**src/sv/arfv_pkg.sv**
```systemverilog
// package for the audio ring fifo with volume
// shared constants, request codes and the pipeline slot type; no dependencies
package arfv_pkg;

    localparam int RING_DEPTH  = 8192;
    localparam int ADDR_W      = $clog2(RING_DEPTH);
    localparam int CNT_W       = ADDR_W + 1;
    localparam int SAMPLE_BITS = 16;
    localparam int GAIN_W      = 16;
    localparam int GAIN_FRAC   = 15;
    localparam int CFG_IDX_W   = 8;

    localparam logic [GAIN_W-1:0] GAIN_ONE = GAIN_W'(32768);

    typedef enum logic [1:0] {
        REQ_PUSH  = 2'd0,
        REQ_PULL  = 2'd1,
        REQ_FLUSH = 2'd2,
        REQ_NONE  = 2'd3
    } t_req;

    localparam logic [CFG_IDX_W-1:0] CFG_GAIN = CFG_IDX_W'(0);
    localparam logic [CFG_IDX_W-1:0] CFG_MUTE = CFG_IDX_W'(1);

    // what one accepted request left for the output side
    typedef struct packed {
        logic hit;       // pull that reads the ring
        logic underrun;
        logic accepted;
    } t_slot;

endpackage

```
**src/sv/arfv_ctrl.sv**
```systemverilog
// ring pointer and flush control: decides each request and issues ram accesses
// depends on arfv_pkg
module arfv_ctrl (
    input  logic                            i_clk,
    input  logic                            i_rst_n,
    input  logic                            i_take,
    input  logic [1:0]                      i_req_type,
    input  logic [arfv_pkg::SAMPLE_BITS-1:0] i_sample_in,
    input  logic                            i_block_start,
    output logic                            o_we,
    output logic [arfv_pkg::ADDR_W-1:0]     o_waddr,
    output logic [arfv_pkg::SAMPLE_BITS-1:0] o_wdata,
    output logic [arfv_pkg::ADDR_W-1:0]     o_raddr,
    output arfv_pkg::t_slot                 o_slot
);
    import arfv_pkg::*;

    logic [CNT_W-1:0] r_wr, n_wr;
    logic [CNT_W-1:0] r_rd, n_rd;
    logic             r_flush, n_flush;
    logic             r_silenced, n_silenced;

    logic [CNT_W-1:0] w_used;
    logic [CNT_W-1:0] w_rd_eff;
    logic             w_sil_eff;
    logic             w_flush_eff;
    t_req             w_req;

    assign w_req  = t_req'(i_req_type);
    // used never exceeds the depth, so its top bit means full
    assign w_used = r_wr - r_rd;

    always_comb begin
        w_rd_eff    = r_rd;
        w_sil_eff   = r_silenced;
        w_flush_eff = r_flush;
        if (i_block_start) begin
            w_sil_eff = r_flush;
            if (r_flush) begin
                w_rd_eff    = r_wr;
                w_flush_eff = 1'b0;
            end
        end
    end

    always_comb begin
        n_wr       = r_wr;
        n_rd       = r_rd;
        n_flush    = r_flush;
        n_silenced = r_silenced;
        o_we       = 1'b0;
        o_slot     = '0;
        unique case (w_req)
            REQ_PUSH: begin
                if (!w_used[ADDR_W]) begin
                    o_we            = i_take;
                    o_slot.accepted = 1'b1;
                    n_wr            = r_wr + CNT_W'(1);
                end
            end
            REQ_PULL: begin
                n_flush    = w_flush_eff;
                n_silenced = w_sil_eff;
                n_rd       = w_rd_eff;
                if (w_sil_eff || (w_rd_eff == r_wr)) begin
                    o_slot.underrun = 1'b1;
                end else begin
                    o_slot.hit = 1'b1;
                    n_rd       = w_rd_eff + CNT_W'(1);
                end
            end
            REQ_FLUSH: begin
                n_flush = 1'b1;
            end
            default: begin
            end
        endcase
    end

    assign o_waddr = r_wr[ADDR_W-1:0];
    assign o_wdata = i_sample_in;
    assign o_raddr = w_rd_eff[ADDR_W-1:0];

    always_ff @(posedge i_clk) begin
        if (!i_rst_n) begin
            r_wr       <= '0;
            r_rd       <= '0;
            r_flush    <= 1'b0;
            r_silenced <= 1'b0;
        end else if (i_take) begin
            r_wr       <= n_wr;
            r_rd       <= n_rd;
            r_flush    <= n_flush;
            r_silenced <= n_silenced;
        end
    end

endmodule

```
**config.mk**
```make
export PLATFORM = sky130hd
export DESIGN_NAME = arfv_ctrl
export DESIGN_NICKNAME = d
export VERILOG_FILES = /design/src/sv/arfv_pkg.sv /design/src/sv/arfv_ctrl.sv
export SDC_FILE = /design/constraint.sdc
export NUM_CORES = 1
export LEC_CHECK = 0
export BUFFER_PORTS_ARGS = -buffer_cell sky130_fd_sc_hd__buf_2
export CORE_AREA = 2 2 87 80
export DETAILED_ROUTE_END_ITERATION = 8
export DIE_AREA = 0 0 89 82
export PLACE_DENSITY = 0.74
export SLEW_MARGIN = 40
export SYNTH_ARGS = -nofsm -noshare
export SYNTH_HDL_FRONTEND = slang
export SYNTH_SLANG_ARGS = --single-unit
```
**constraint.sdc**
```tcl
create_clock -name i_clk -period 2.35 [get_ports i_clk]
set_input_delay 0.3525 -clock i_clk [delete_from_list [all_inputs] [get_ports i_clk]]
set_output_delay 0.3525 -clock i_clk [all_outputs]
set_load 0.01 [all_outputs]
```
After elaboration in Yosys (flattened, before gate mapping)
Cells that the tools add are included.
- eq/ne operators: 4
- mux-type cells: 13
- reduce and logical (&&, ||, !) cells: 6
- bitwise logic cells: 1
- add/subtract/negate cells: 3
- operator list (operator ; number):
    2-to-1 mux 14 bit ; 3
    adder 14 x 1 -> 14 bit (second input constant) ; 2
    == test 14 bit ; 1
    subtractor 14 bit ; 1
    2-to-1 mux 1 bit ; 8
    AND reduction 3 bit ; 2
    == test 2 x 1 -> 1 bit (second input constant) ; 1
    == test 2 bit (second input constant) ; 1
    zero test 2 bit ; 1
    2-to-1 mux 2 bit ; 1
    != test 2 bit (second input constant) ; 1
    one-hot mux 1 bit (2 select lines) ; 1
    AND reduction 2 bit ; 1
    nonzero test 2 bit ; 1
    logical OR 1 bit ; 1
    NOT 1 bit ; 1
- output and inout port bits: 46
- register bits: 30
- bits of input ports: 22
- logic and storage cells: 31

Logic depth before layout (Yosys ltp)
- depth in word-level cells: 6
- gate-level depth with buffers: 10
- gate-level depth less buffers: 8

Worst setup path after synthesis
OpenSTA, ideal clock, no wires.
- path kind: register -> output
- from: register r_rd[7]
- to: output o_slot[0] in the netlist's numbering
- path slack: -0.052 ns
- stages on the path, launching flop included: 10
- buffers on the path: 1
- data arrival time: 2.050 ns
- data required time: 1.997 ns
- path through: dfxtp_1 -> inv_1 -> ha_1 -> and3_1 -> nand4_1 -> a211o_1 -> nand3_1 -> buf_2 -> xnor2_1 -> nor3_1
- RTL lines (item ; RTL line ; RTL):
    start, declared ; arfv_ctrl.sv:19 ; logic [CNT_W-1:0] r_rd, n_rd;
    start signal, assigned ; arfv_ctrl.sv:92 ; r_rd <= n_rd;
    end, declared ; arfv_ctrl.sv:14 ; output arfv_pkg::t_slot o_slot

Final worst setup path
- from: register r_rd[11]
- to: output o_we
- word-level cells in the longest chain between the ends: 3
- ends and longest elaborated chain (item ; RTL line ; RTL):
    subtractor 14 bit ; arfv_ctrl.sv:31 ; assign w_used = r_wr - r_rd;
    2-to-1 mux 1 bit ; arfv_ctrl.sv:55 ; if (!w_used[ADDR_W]) begin
    2-to-1 mux 1 bit ; arfv_ctrl.sv:53 ; unique case (w_req)
    end, declared ; arfv_ctrl.sv:10 ; output logic o_we,
No other way between the ends.

==> impl_metrics.ini <==
[yosys]
synth_most_common_cell = nand2_1
synth_compound_area_share_pct = 13.8
synth_top_cell_by_area = dfxtp_1
synthesis.area_mm2 = 0.00279
ys_seq_area_share_pct = 21.5
syn_avg_cell_area_um2 = 7.84
syn_inst = 356
synth-simple-area-share_pct = 27.8
synth_top_family_by_area = simple AND/OR/NAND/NOR gates
ys_async_sr_fraction_pct = 0
syn-num-nets = 392
synth_warnings = 0
ys_top_cells_by_count = 41 x nand2_1, 30 x buf_4, 30 x dfxtp_1
netlist.area_leader.share_pct = 21.5
yosys.area_share.adder_pct = 6.28
synth_top_flop_cell = dfxtp_1
yosys.area_share.xor_xnor_pct = 5.92
synth.area.mux_share_pct = 11.3
synth_cell_types = 57
synth-edff-count = 0
synth-seq-cells = 30
synthTopCellsByArea = dfxtp_1 22%, mux2i_1 10%, buf_4 8.1%, ha_1 6.3%, nand2_1 5.5%

[floorplanning]
dieWidth_um = 89
start_util_pct = 43.3
row_count = 28
die_area_mm2 = 0.00730
coreArea_mm2 = 0.00645
ios = 68
die_h_um = 82

[cts]
numCtsBuffers = 5
worstSkewPairLatency_ps = 280
cts_root_buf = clkbuf_8
htreeDepth = 2
clock_path_buffers = 2
cts_tree = done
ctsHoldBuffers = 0
clkTransAtPathRegs_ps = 70
numClockSinks = 30

[global_route]
grt_pass1_wl_um = 12500
grtUsageTotal_pct = 22.1
grt_max_degree = 21
antenna_found_initial = 0
grt_pass1_vias = 2484
met3_usage_pct = 3.72
use_met1_pct = 29.1
busiest_layer = met2
gr-usage-met2_pct = 36.1
grt_remaining_overflow = 0

[setup_path]
cpMaxStageDelayCell = dfxtp_2
arrival_ps = 2100
crit_chain = inv_2 > ha_4 > and3_4 > nand4_1 > a211o_1 > nand3_4 > mux2i_2 > buf_2
path_max_fanout = 3
rrSetupSlack_ps = 80
cpPeakStageDelay_ps = 340
critPathLaunchType = flop
cp.required_ps = 2000
critPathCaptureType = output pin
path_class = flop to output pin

[sta]
fmaxAchievable_mhz = 408
rsz0062_at_grt = yes
setup_viol = 2
finalHoldViolCount = 0
worstMarginPinSlew_ps = 502
slew_headroom_pct = 66.2
fin_skew_ps = 4.80
fin_crit_sh_pct = 104
fin_ws_ps = -102
drv_slew = 0
period_minus_slack_ps = 2450

[pwr]
powerDensity_mw_per_mm2 = 307
p_leak_nw = 1.59
vdd_drop_max_mv = 0.179

[detailed_routing]
viasPerCell = 5.66
finalWirelength_um = 8010
antenna_left = 0
drcViolationCount = 0
drtIter0Drc = 192
via_count = 2751
wl_per_cell_um = 16.5
drtPass1Iterations = 5

[hold_path]
min_path_type = input pin to flop

[final_layout]
fin_util_pct = 52.2
n_fill_cell = 598
drive_gt1_share_pct = 32.3
antenna-diode-count = 0
area_delta_synth_final_pct = 20.5
nets = 432

[place]
place_ws_ps = -16.2
hpwl_um = 5720
port_buffers = 35
globalplace.congestion = 0.897

[run_status]
run_status = finished with violations
violations = setup timing

[flow_run]
maxCapViolCount = 0
-- layer usage --
metal	part of all wire [%]	routed length, µm
met3	5.7	455
met2	47	3730
met1	45	3620
met4	2.5	201
met5	0	0
-- worst max-delay path, delay by kind of cell, from the launching register on --
| family | cells | cell delay [ps] |
|---|---|---|
| adders and majority gates | 1 | 270 |
| muxes | 1 | 260 |
| buffers and inverters | 2 | 220 |
| AOI/OAI and AO/OA | 1 | 310 |
| and+or+nand+nor | 3 | 410 |
| DFF | 1 | 340 |
-- cell usage in the layout (no fill, tap or decap), types with 3 or more instances in the layout --
cell type / synthesis / routed
inv_1: 20 / 14
nand3_1: 22 / 20
ha_1: 14 / 8
clkbuf_8: 0 / 5
inv_2: 0 / 6
mux2i_1: 28 / 26
nand2_1: 41 / 41
nor4b_1: 3 / 3
xnor2_1: 5 / 4
dfxtp_1: 30 / 21
buf_2: 3 / 35
mux2_2: 3 / 3
and4_1: 3 / 3
xor2_1: 12 / 12
dfxtp_2: 0 / 9
ha_4: 0 / 6
a31oi_1: 8 / 8
nand2b_1: 13 / 13
o21ai_0: 11 / 10
a311o_1: 3 / 3
nor2_1: 15 / 15
nor3_1: 12 / 12
nand4_1: 6 / 6
buf_4: 30 / 41
and3_1: 10 / 8
a21oi_1: 11 / 10
-- power by group --
group	switching, mW	total (mW)	internal, mW
clock network	0.201	0.405	0.204
logic	0.0644	0.113	0.0489
registers	0.00484	0.516	0.511
-- cells by family (layout without fill, tap and decap cells) --
family,after synthesis,in the layout
and+or+nand+nor,144,144
buffers and inverters,65,105
AOI/OAI and AO/OA,54,54
muxes,31,31
DFF,30,30
xor gates and xnor gates,18,18
adders and majority gates,14,14
-- registers in the layout, indices dropped and copies added, names as in the netlist --
name        cells
r_rd           14
r_wr           14
r_flush         1
r_silenced      1
-- final timing paths --
kind / cells past startpoint / to / startpoint
max: 8 / o_we / r_rd[11]
min: 2 / r_flush / i_req_type[0]
max reg2reg: 11 / r_wr[8] / r_rd[11]
min reg2reg: 2 / r_flush / r_flush
-- area by class of cell --
cell class / count / area, µm² / area share, %
Clock buffer: 7 / 76.3 / 2.27
Multi-Input combinational cell: 261 / 1960 / 58.3
Sequential cell: 30 / 612 / 18.2
Inverter: 20 / 75.1 / 2.23
Tap cell: 90 / 113 / 3.35
Timing Repair Buffer: 78 / 528 / 15.7
-- repair_timing --
item                       CTS  global route
setup endpoints to repair    3            17
buffers inserted             5             3
pin swaps                    5             3
resized for setup           26            14
cloned                       0             1
-- per-stage QoR --
step | cells | total power, mW | setup TNS (ps) | hold WS, ps | instance area, µm²
3_3_place_gp | 471 | 0.623 | 0 | 523 | 3040
3_5_place_dp | 471 | 0.624 | -21.1 | 548 | 3040
6_report | 486 | 1.03 | -160 | 330 | 3360
5_1_grt | 486 | 1.07 | -347 | 351 | 3360
4_1_cts | 483 | 1.03 | -43.0 | 328 | 3270
2_1_floorplan | 356 | 0.618 | 0 | 449 | 2790
Power figures use the tool's default switching activity.
