`config.mk`:
```
export PLATFORM = sky130hd
export DESIGN_NAME = arfv_out
export DESIGN_NICKNAME = d
export VERILOG_FILES = /design/src/sv/arfv_pkg.sv /design/src/sv/arfv_out.sv
export SDC_FILE = /design/constraint.sdc
export NUM_CORES = 1
export LEC_CHECK = 0
export CAP_MARGIN = 5
export CELL_PAD_IN_SITES_DETAIL_PLACEMENT = 0
export CELL_PAD_IN_SITES_GLOBAL_PLACEMENT = 1
export CORE_ASPECT_RATIO = 0.9
export CORE_MARGIN = 5
export CORE_UTILIZATION = 50
export DETAILED_ROUTE_END_ITERATION = 6
export DONT_BUFFER_PORTS = 1
export GPL_TIMING_DRIVEN = 0
export MAX_ROUTING_LAYER = met4
export PLACE_DENSITY_LB_ADDON = 0.1
export SYNTH_ARGS = -nofsm -noshare
export SYNTH_HDL_FRONTEND = slang
export SYNTH_SLANG_ARGS = --single-unit
export TNS_END_PERCENT = 30
```
`constraint.sdc`:
```
create_clock -name i_clk -period 17.5 [get_ports i_clk]
set_clock_uncertainty 0.2 [all_clocks]
set_input_delay 1.75 -clock i_clk [delete_from_list [all_inputs] [get_ports i_clk]]
set_output_delay 1.75 -clock i_clk [all_outputs]
set_load 0.01 [all_outputs]
```
`src/sv/arfv_pkg.sv`:
```
// package for the audio ring fifo with volume
// shared constants, request codes and the pipeline slot type; no dependencies
package arfv_pkg;

    localparam int RING_DEPTH  = 8192;
    localparam int ADDR_W      = $clog2(RING_DEPTH);
    localparam int CNT_W       = ADDR_W + 1;
    localparam int SAMPLE_BITS = 16;
    localparam int GAIN_W      = 16;
    localparam int GAIN_FRAC   = 15;
    localparam int CFG_IDX_W   = 8;

    localparam logic [GAIN_W-1:0] GAIN_ONE = GAIN_W'(32768);

    typedef enum logic [1:0] {
        REQ_PUSH  = 2'd0,
        REQ_PULL  = 2'd1,
        REQ_FLUSH = 2'd2,
        REQ_NONE  = 2'd3
    } t_req;

    localparam logic [CFG_IDX_W-1:0] CFG_GAIN = CFG_IDX_W'(0);
    localparam logic [CFG_IDX_W-1:0] CFG_MUTE = CFG_IDX_W'(1);

    // what one accepted request left for the output side
    typedef struct packed {
        logic hit;       // pull that reads the ring
        logic underrun;
        logic accepted;
    } t_slot;

endpackage

```
`src/sv/arfv_out.sv`:
```
// output side: read-data slot, gain multiply and result register with flow control
// depends on arfv_pkg
module arfv_out (
    input  logic                             i_clk,
    input  logic                             i_rst_n,
    input  logic                             i_in_valid,
    output logic                             o_take,
    input  arfv_pkg::t_slot                  i_slot,
    input  logic [arfv_pkg::SAMPLE_BITS-1:0] i_rdata,
    input  logic [arfv_pkg::GAIN_W-1:0]      i_gain,
    input  logic                             i_mute,
    input  logic                             i_out_stall,
    output logic                             o_in_stall,
    output logic                             o_out_valid,
    output logic [arfv_pkg::SAMPLE_BITS-1:0] o_sample_out,
    output logic                             o_underrun,
    output logic                             o_push_accepted
);
    import arfv_pkg::*;

    logic  r_s1_valid;
    t_slot r_s1;
    logic  r_out_valid;
    logic [SAMPLE_BITS-1:0] r_sample, n_sample;
    logic  r_underrun;
    logic  r_accepted;

    logic  w_s2_load;
    logic  w_s1_free;
    logic signed [GAIN_W:0]             w_gain_s;
    logic signed [SAMPLE_BITS+GAIN_W:0] w_prod;

    assign w_s2_load = !r_out_valid || !i_out_stall;
    assign w_s1_free = !r_s1_valid || w_s2_load;
    assign o_take    = i_in_valid && w_s1_free;
    assign o_in_stall = !w_s1_free;

    // mute is just a zero gain; the register already holds at most unity
    assign w_gain_s = i_mute ? '0 : signed'({1'b0, i_gain});
    assign w_prod   = signed'(i_rdata) * w_gain_s;

    always_comb begin
        n_sample = '0;
        if (r_s1.hit) begin
            n_sample = w_prod[GAIN_FRAC+SAMPLE_BITS-1:GAIN_FRAC];
        end
    end

    always_ff @(posedge i_clk) begin
        if (!i_rst_n) begin
            r_s1_valid  <= 1'b0;
            r_out_valid <= 1'b0;
        end else begin
            if (w_s1_free) begin
                r_s1_valid <= i_in_valid;
            end
            if (w_s2_load) begin
                r_out_valid <= r_s1_valid;
            end
        end
    end

    always_ff @(posedge i_clk) begin
        if (o_take) begin
            r_s1 <= i_slot;
        end
        if (w_s2_load && r_s1_valid) begin
            r_sample   <= n_sample;
            r_underrun <= r_s1.underrun;
            r_accepted <= r_s1.accepted;
        end
    end

    assign o_out_valid     = r_out_valid;
    assign o_sample_out    = r_sample;
    assign o_underrun      = r_underrun;
    assign o_push_accepted = r_accepted;

    a_stall_needs_slot: assert property (@(posedge i_clk) disable iff (!i_rst_n)
        o_in_stall |-> (r_s1_valid && r_out_valid))
        else $error("input stalled with free pipeline");

    a_slot_exclusive: assert property (@(posedge i_clk) disable iff (!i_rst_n)
        r_s1_valid |-> ($countones({r_s1.hit, r_s1.underrun, r_s1.accepted}) <= 1))
        else $error("slot carries more than one outcome");

    a_underrun_silent: assert property (@(posedge i_clk) disable iff (!i_rst_n)
        (r_out_valid && (r_underrun || r_accepted)) |-> (r_sample == '0))
        else $error("nonzero sample on underrun or push result");

    a_result_moves: assert property (@(posedge i_clk) disable iff (!i_rst_n)
        (r_s1_valid && !r_out_valid) |=> r_out_valid)
        else $error("slot did not move into empty result register");

endmodule

```
### Word-level counts from Yosys, hierarchy flattened

Cells that the tools add are included.

* add/sub/neg operators: 0
* $mul: 1
* divide/modulo/power cells: 0
* magnitude comparators: 0
* eq/ne operators: 0
* shifts and indexed selects: 0
* multiplexer cells: 1
* bitwise operators: 0
* reductions and logical operators: 8

Operators by type and width (number)
* $mul 16x17->31: 1
* $mux 16: 1
* $logic_not 1->1: 4
* $logic_and 1x1->1: 2
* $logic_or 1x1->1: 2

* register bits: 23
* bits in latches: 0
* RAM bits: 0
* memory bits (read-only): 0
* input bits: 40
* memories: 0

### Logic depth before layout (Yosys ltp)

* depth after elaboration: 4
* depth in mapped cells: 23

### Least setup slack after synthesis

Ideal clock, no wire load.

* path type: input-to-reg
* start: input port i_mute
* end: register r_sample[15], in the netlist o_sample_out[15] (data pin)
* setup time: 145 ps
* arrival: 7161 ps
* setup slack: 9994 ps
* stages: 23
* path buffers: 3
* cells stage by stage: clkbuf_1 -> nor2b_1 -> clkbuf_1 -> nand2_1 -> fa_1 -> inv_1 -> fa_1 -> inv_1 -> fa_1 -> inv_1 -> fa_1 -> fa_1 -> inv_1 -> fa_1 -> inv_1 -> ha_1 -> buf_2 -> a21oi_2 -> o21ai_1 -> a221oi_1 -> a21oi_2 -> a2111o_1 -> o21ai_1

* longest elaborated chain between the ends: 2

RTL lines
* start: declaration: line arfv_out.sv:11 `input logic i_mute,`
* $mux 16: line arfv_out.sv:39 `assign w_gain_s = i_mute ? '0 : signed'({1'b0, i_gain});`
* $mul 16x17->31: line arfv_out.sv:40 `assign w_prod = signed'(i_rdata) * w_gain_s;`
* end signal: assignment: line arfv_out.sv:68 `r_sample <= n_sample;`
* end: declaration: line arfv_out.sv:24 `logic [SAMPLE_BITS-1:0] r_sample, n_sample;`

Every way passes these cells.
A chain may end at the register's enable or synchronous reset.

### Worst setup path in the final report

* start: input port i_mute
* end: register r_sample[14], in the netlist o_sample_out[14] (data pin)

The elaborated chain is that of the path after synthesis.

==> results.env <==
POSTSYNTH.TOPFLOPCELL='edfxtp_1'
LAYOUT.FILLER_CELLS=1872
CLOCKPOWERSHARE_PCT=4.1
NUMCTSBUFFERS=3
COMBINATIONALPOWERSHARE_PCT=87.4
BOUNDARYPINS=61
CP.BUFFERS_INVERTERS=6
CTS.CLK_SLEW.WORST_PATHS_NS=0.06
POWER.DENSITY_mW_PER_MM2=125
YOSYSUNIQUECELLTYPES=55
AREA_GROWTH_PCT=4.20
SYNTH-EDFF-COUNT=21
EFFECTIVE_UTILIZATION_AT_FLOORPLAN_PCT=50.3
FIN_TNS_SETUP_NS=0
SWITCHING_SHARE_PCT=55.3
HOLD_PATH_DEPTH=0
HOLD_PATH.CLASS='reg2reg'
HPWLAFTERDP_MM=21.9
WL_PER_CELL_UM=19.5
WORST_SLEW_MARGIN_RELATIVE_TO_ITS_LIMIT_PCT=27.7
CRIT_PATH_MAX_DELAY_CELL_TYPE='nor2b_1'
DIE_AREA_MM2=0.0220
CELLS_ALONG_THE_CRITICAL_PATH='clkbuf_1 -> nor2b_1 -> clkbuf_1 -> nand2_1 -> fa_1 -> fa_1 -> inv_1 -> fa_1 -> fa_1 -> fa_1 -> inv_1 -> fa_1 -> inv_1 -> ha_1 -> buf_2 -> nand3_1 -> nor2_1 -> o211ai_1 -> a21oi_1 -> o21ai_1 -> nor3b_1'
SHARE_SEQ_OF_TOTAL_POWER_PCT=8.5
FLOORPLAN.CORE_AREA_MM2=0.0190
CRITICAL_PATH_CLASS='in2reg'
TIMING.CRITICAL_PATH.MODE_CELL='fa_1'
FINAL_MAX_SLEW_VIOL_COUNT=0
DRIVE_ABOVE_1_SHARE_PCT=1.86
SYNTH_AREA_MM2=0.00955
DIEWIDTH_UM=156
FINALHOLDWORSTSLACK_NS=0.223
TIMING.MAX_CAP.VIOLATIONS=0
TIMING.REG2REG.WORST_PATH_DEPTH=1
OUTCOME='finished, final reports clean'
GP_CONGESTION=0.928
MAXCLOCKFREQUENCY_GHz=0.115
IR_WORST_VDD_mV=0.0972
TIMING.CRITICAL_PATH.FROM_TYPE='input pin'
PERIOD_NEEDED_NS=8.71
CP_SLOWEST_STAGE_DELAY_NS=0.79
ANTENNA_FOUND_INITIAL=0
SYNTH.FF_LATCH_COUNT=23
CTS_TREE='built'
DIE_H_UM=141
LAYOUT.CELLS.MOST_COMMON_LIST='inv_1 (233), fa_1 (193), nand2_1 (157)'
SYNTH.YOSYS.SEQ_AREA_SHARE_PCT=7.02
ASYNC_RESET_FF_SHARE_PCT=0
TOTAL_GLOBAL_ROUTE_TRACK_USAGE_PCT=25.5
CELL_FAMILY_WITH_THE_LARGEST_SHARE_OF_CRITICAL_PATH_DELAY='adder cells'
TIMING_WORST_SLEW_PIN_VALUE_NS=1.08
FINAL_NETS=1417
DRCVIOLATIONCOUNT=0
LAYOUT.CORE_UTILIZATION_PCT=52.5
CLK_ROOT_BUFFER_CELL='clkbuf_16'
GLOBALROUTE.TOTALOVERFLOW=0
POSTCTSRESIZEDCELLS=0
WORST_SETUP_END_KIND='flop'
PORT_BUFFERS=0
CLKSINKCOUNT=23
DETAIL_ROUTE.FIRST_PASS.ITERATIONS=5
NETLIST_INSTANCES=1071
POST-PLACE-WS_NS=8.54
REQUIRED_NS=17.31
PATH_LENGTH_IN_CELLS_OF_THE_CRITICAL_PATH=21
FINAL_ANTENNA_NET_COUNT=0
TIMING.FINAL.CRIT_SHARE_PCT=49.8
POWER.TOTAL_mW=1.24
WORST_EP_ARRIVAL_TIME_NS=8.52
FIN_WS_NS=8.79
MOSTFREQUENTLAYOUTCELL='inv_1'
SYNTH.NET_COUNT=1412
POST_CTS.REPAIR.SETUP_BUFFERS=0
HOLD_VIOLATIONS=0
VIA_COUNT=7069
POWER_SWITCHING_uW=688
CTS_HTREE_LEVELS=1
MAXIMUM_NUMBER_OF_PINS_ON_ONE_NET_BEFORE_GLOBAL_ROUTE_REPAIR=19
YOSYS_SYNTHESIS_WARNING_COUNT=0
INTPOWER_uW=555
TOTAL_LEAKAGE_POWER_nW=4.95
LARGEST_FANOUT_ON_THE_CRITICAL_PATH=10
CTS_HOLD_BUF=0
AVGSYNTHCELLAREA_UM2=8.92
WIRE_LENGTH_OF_THE_FIRST_GLOBAL_ROUTING_PASS_MM=42.1
CLK_PATH_BUF_DEPTH=2
CLKLATENCYLATEPIN_NS=0.26
SETUP_VIOL=0
FINALWIRELENGTH_MM=25.9
STD_CELL_ROWS=48
GRT_SETUP_UNREPAIRED='no'
DETAILEDROUTE.FIRSTITERATIONVIOLATIONS=388
VIA_PER_INST=5.33
GRT_PASS1_VIAS=7547
[power groups by stage]
stage	sequential (mW)	clock, mW	combinational (mW)
final	0.106	0.0505	1.09
after global placement	0.107	0	1.09
after floorplan	0.105	0	0.825
after CTS	0.106	0.0513	1.10
after global routing	0.107	0.0545	1.25
after detailed placement	0.108	0	1.09
[final cells by class]
| class | instances | area [um^2] | share of cell area (%) |
|---|---|---|---|
| Multi-Input combinational cell | 775 | 7860 | 79.0 |
| Clock inverter | 1 | 7.51 | 0.0754 |
| Buffer | 38 | 144 | 1.45 |
| Antenna cell | 1 | 2.50 | 0.0251 |
| Tap cell | 250 | 313 | 3.14 |
| Clock buffer | 3 | 75.1 | 0.754 |
| Sequential cell | 23 | 671 | 6.74 |
| Inverter | 235 | 882 | 8.86 |
[kinds of logic after synthesis]
kind of cell               count (synthesis)  synth area share, %
AOI/OAI and AO/OA                         91                 6.47
buffers and inverters                    273                 10.7
xor gates and xnor gates                  11                 1.01
adders and majority gates                301                 54.6
muxes                                      6                0.629
DFF                                       23                 7.02
and+or+nand+nor                          366                 19.5
[layer usage]
metal	share of wire [%]	global-route usage, %
met5	0	-
met4	2.3	4.79
met3	6.4	3.16
met2	48	41.7
met1	43	34.9
[path summary, 6_finish.rpt]
check	from	to	slack, ns
setup / recovery	i_mute	o_sample_out[14]	8.79
hold / removal	r_s1[0]	o_push_accepted	0.22
setup reg to reg	o_out_valid	o_sample_out[2]	15.75
hold reg to reg	r_s1[0]	o_push_accepted	0.22
[through the flow]
step / instance area, um^2 / cells
floorplan: 9550 / 1071
global placement: 9870 / 1321
detailed placement: 9870 / 1321
CTS: 9950 / 1325
global route: 9950 / 1325
finish: 9950 / 1326
[cell usage after synthesis, types with 2 or more instances]
cell type  count  share of area [%]
a211o_1        2               0.18
a211oi_1       2               0.16
a211oi_2       2               0.26
a21boi_0       3               0.24
a21o_1         5               0.39
a21oi_1       28                1.5
a21oi_2        2               0.18
a31oi_1        2               0.13
and2_1       108                7.1
and3_1         4               0.26
clkbuf_1      37                1.5
clkinv_1       2              0.079
dfxtp_1        2               0.42
edfxtp_1      21                6.6
fa_1         193                 40
ha_1         108                 14
inv_1        233                9.2
mux2i_1        6               0.63
nand2_1      157                6.2
nand2b_1      17                1.1
nand3_1        5               0.26
nand4_1        9               0.59
nor2_1        29                1.1
nor2b_1       18                1.2
nor3_1         7               0.37
nor4_1         2               0.13
nor4b_4        2               0.50
o211ai_1       8               0.63
o21a_1         2               0.16
o21ai_0       10               0.52
o21ai_1        7               0.37
o21bai_1       6               0.47
xnor2_1       10               0.92
[registers in the layout, summed over array words and instances (netlist names)]
register / flops
o_out_valid: 1
o_sample_out: 16
r_s1: 3
r_s1_valid: 1
o_push_accepted: 1
o_underrun: 1
(Power assumes the default switching activity.)
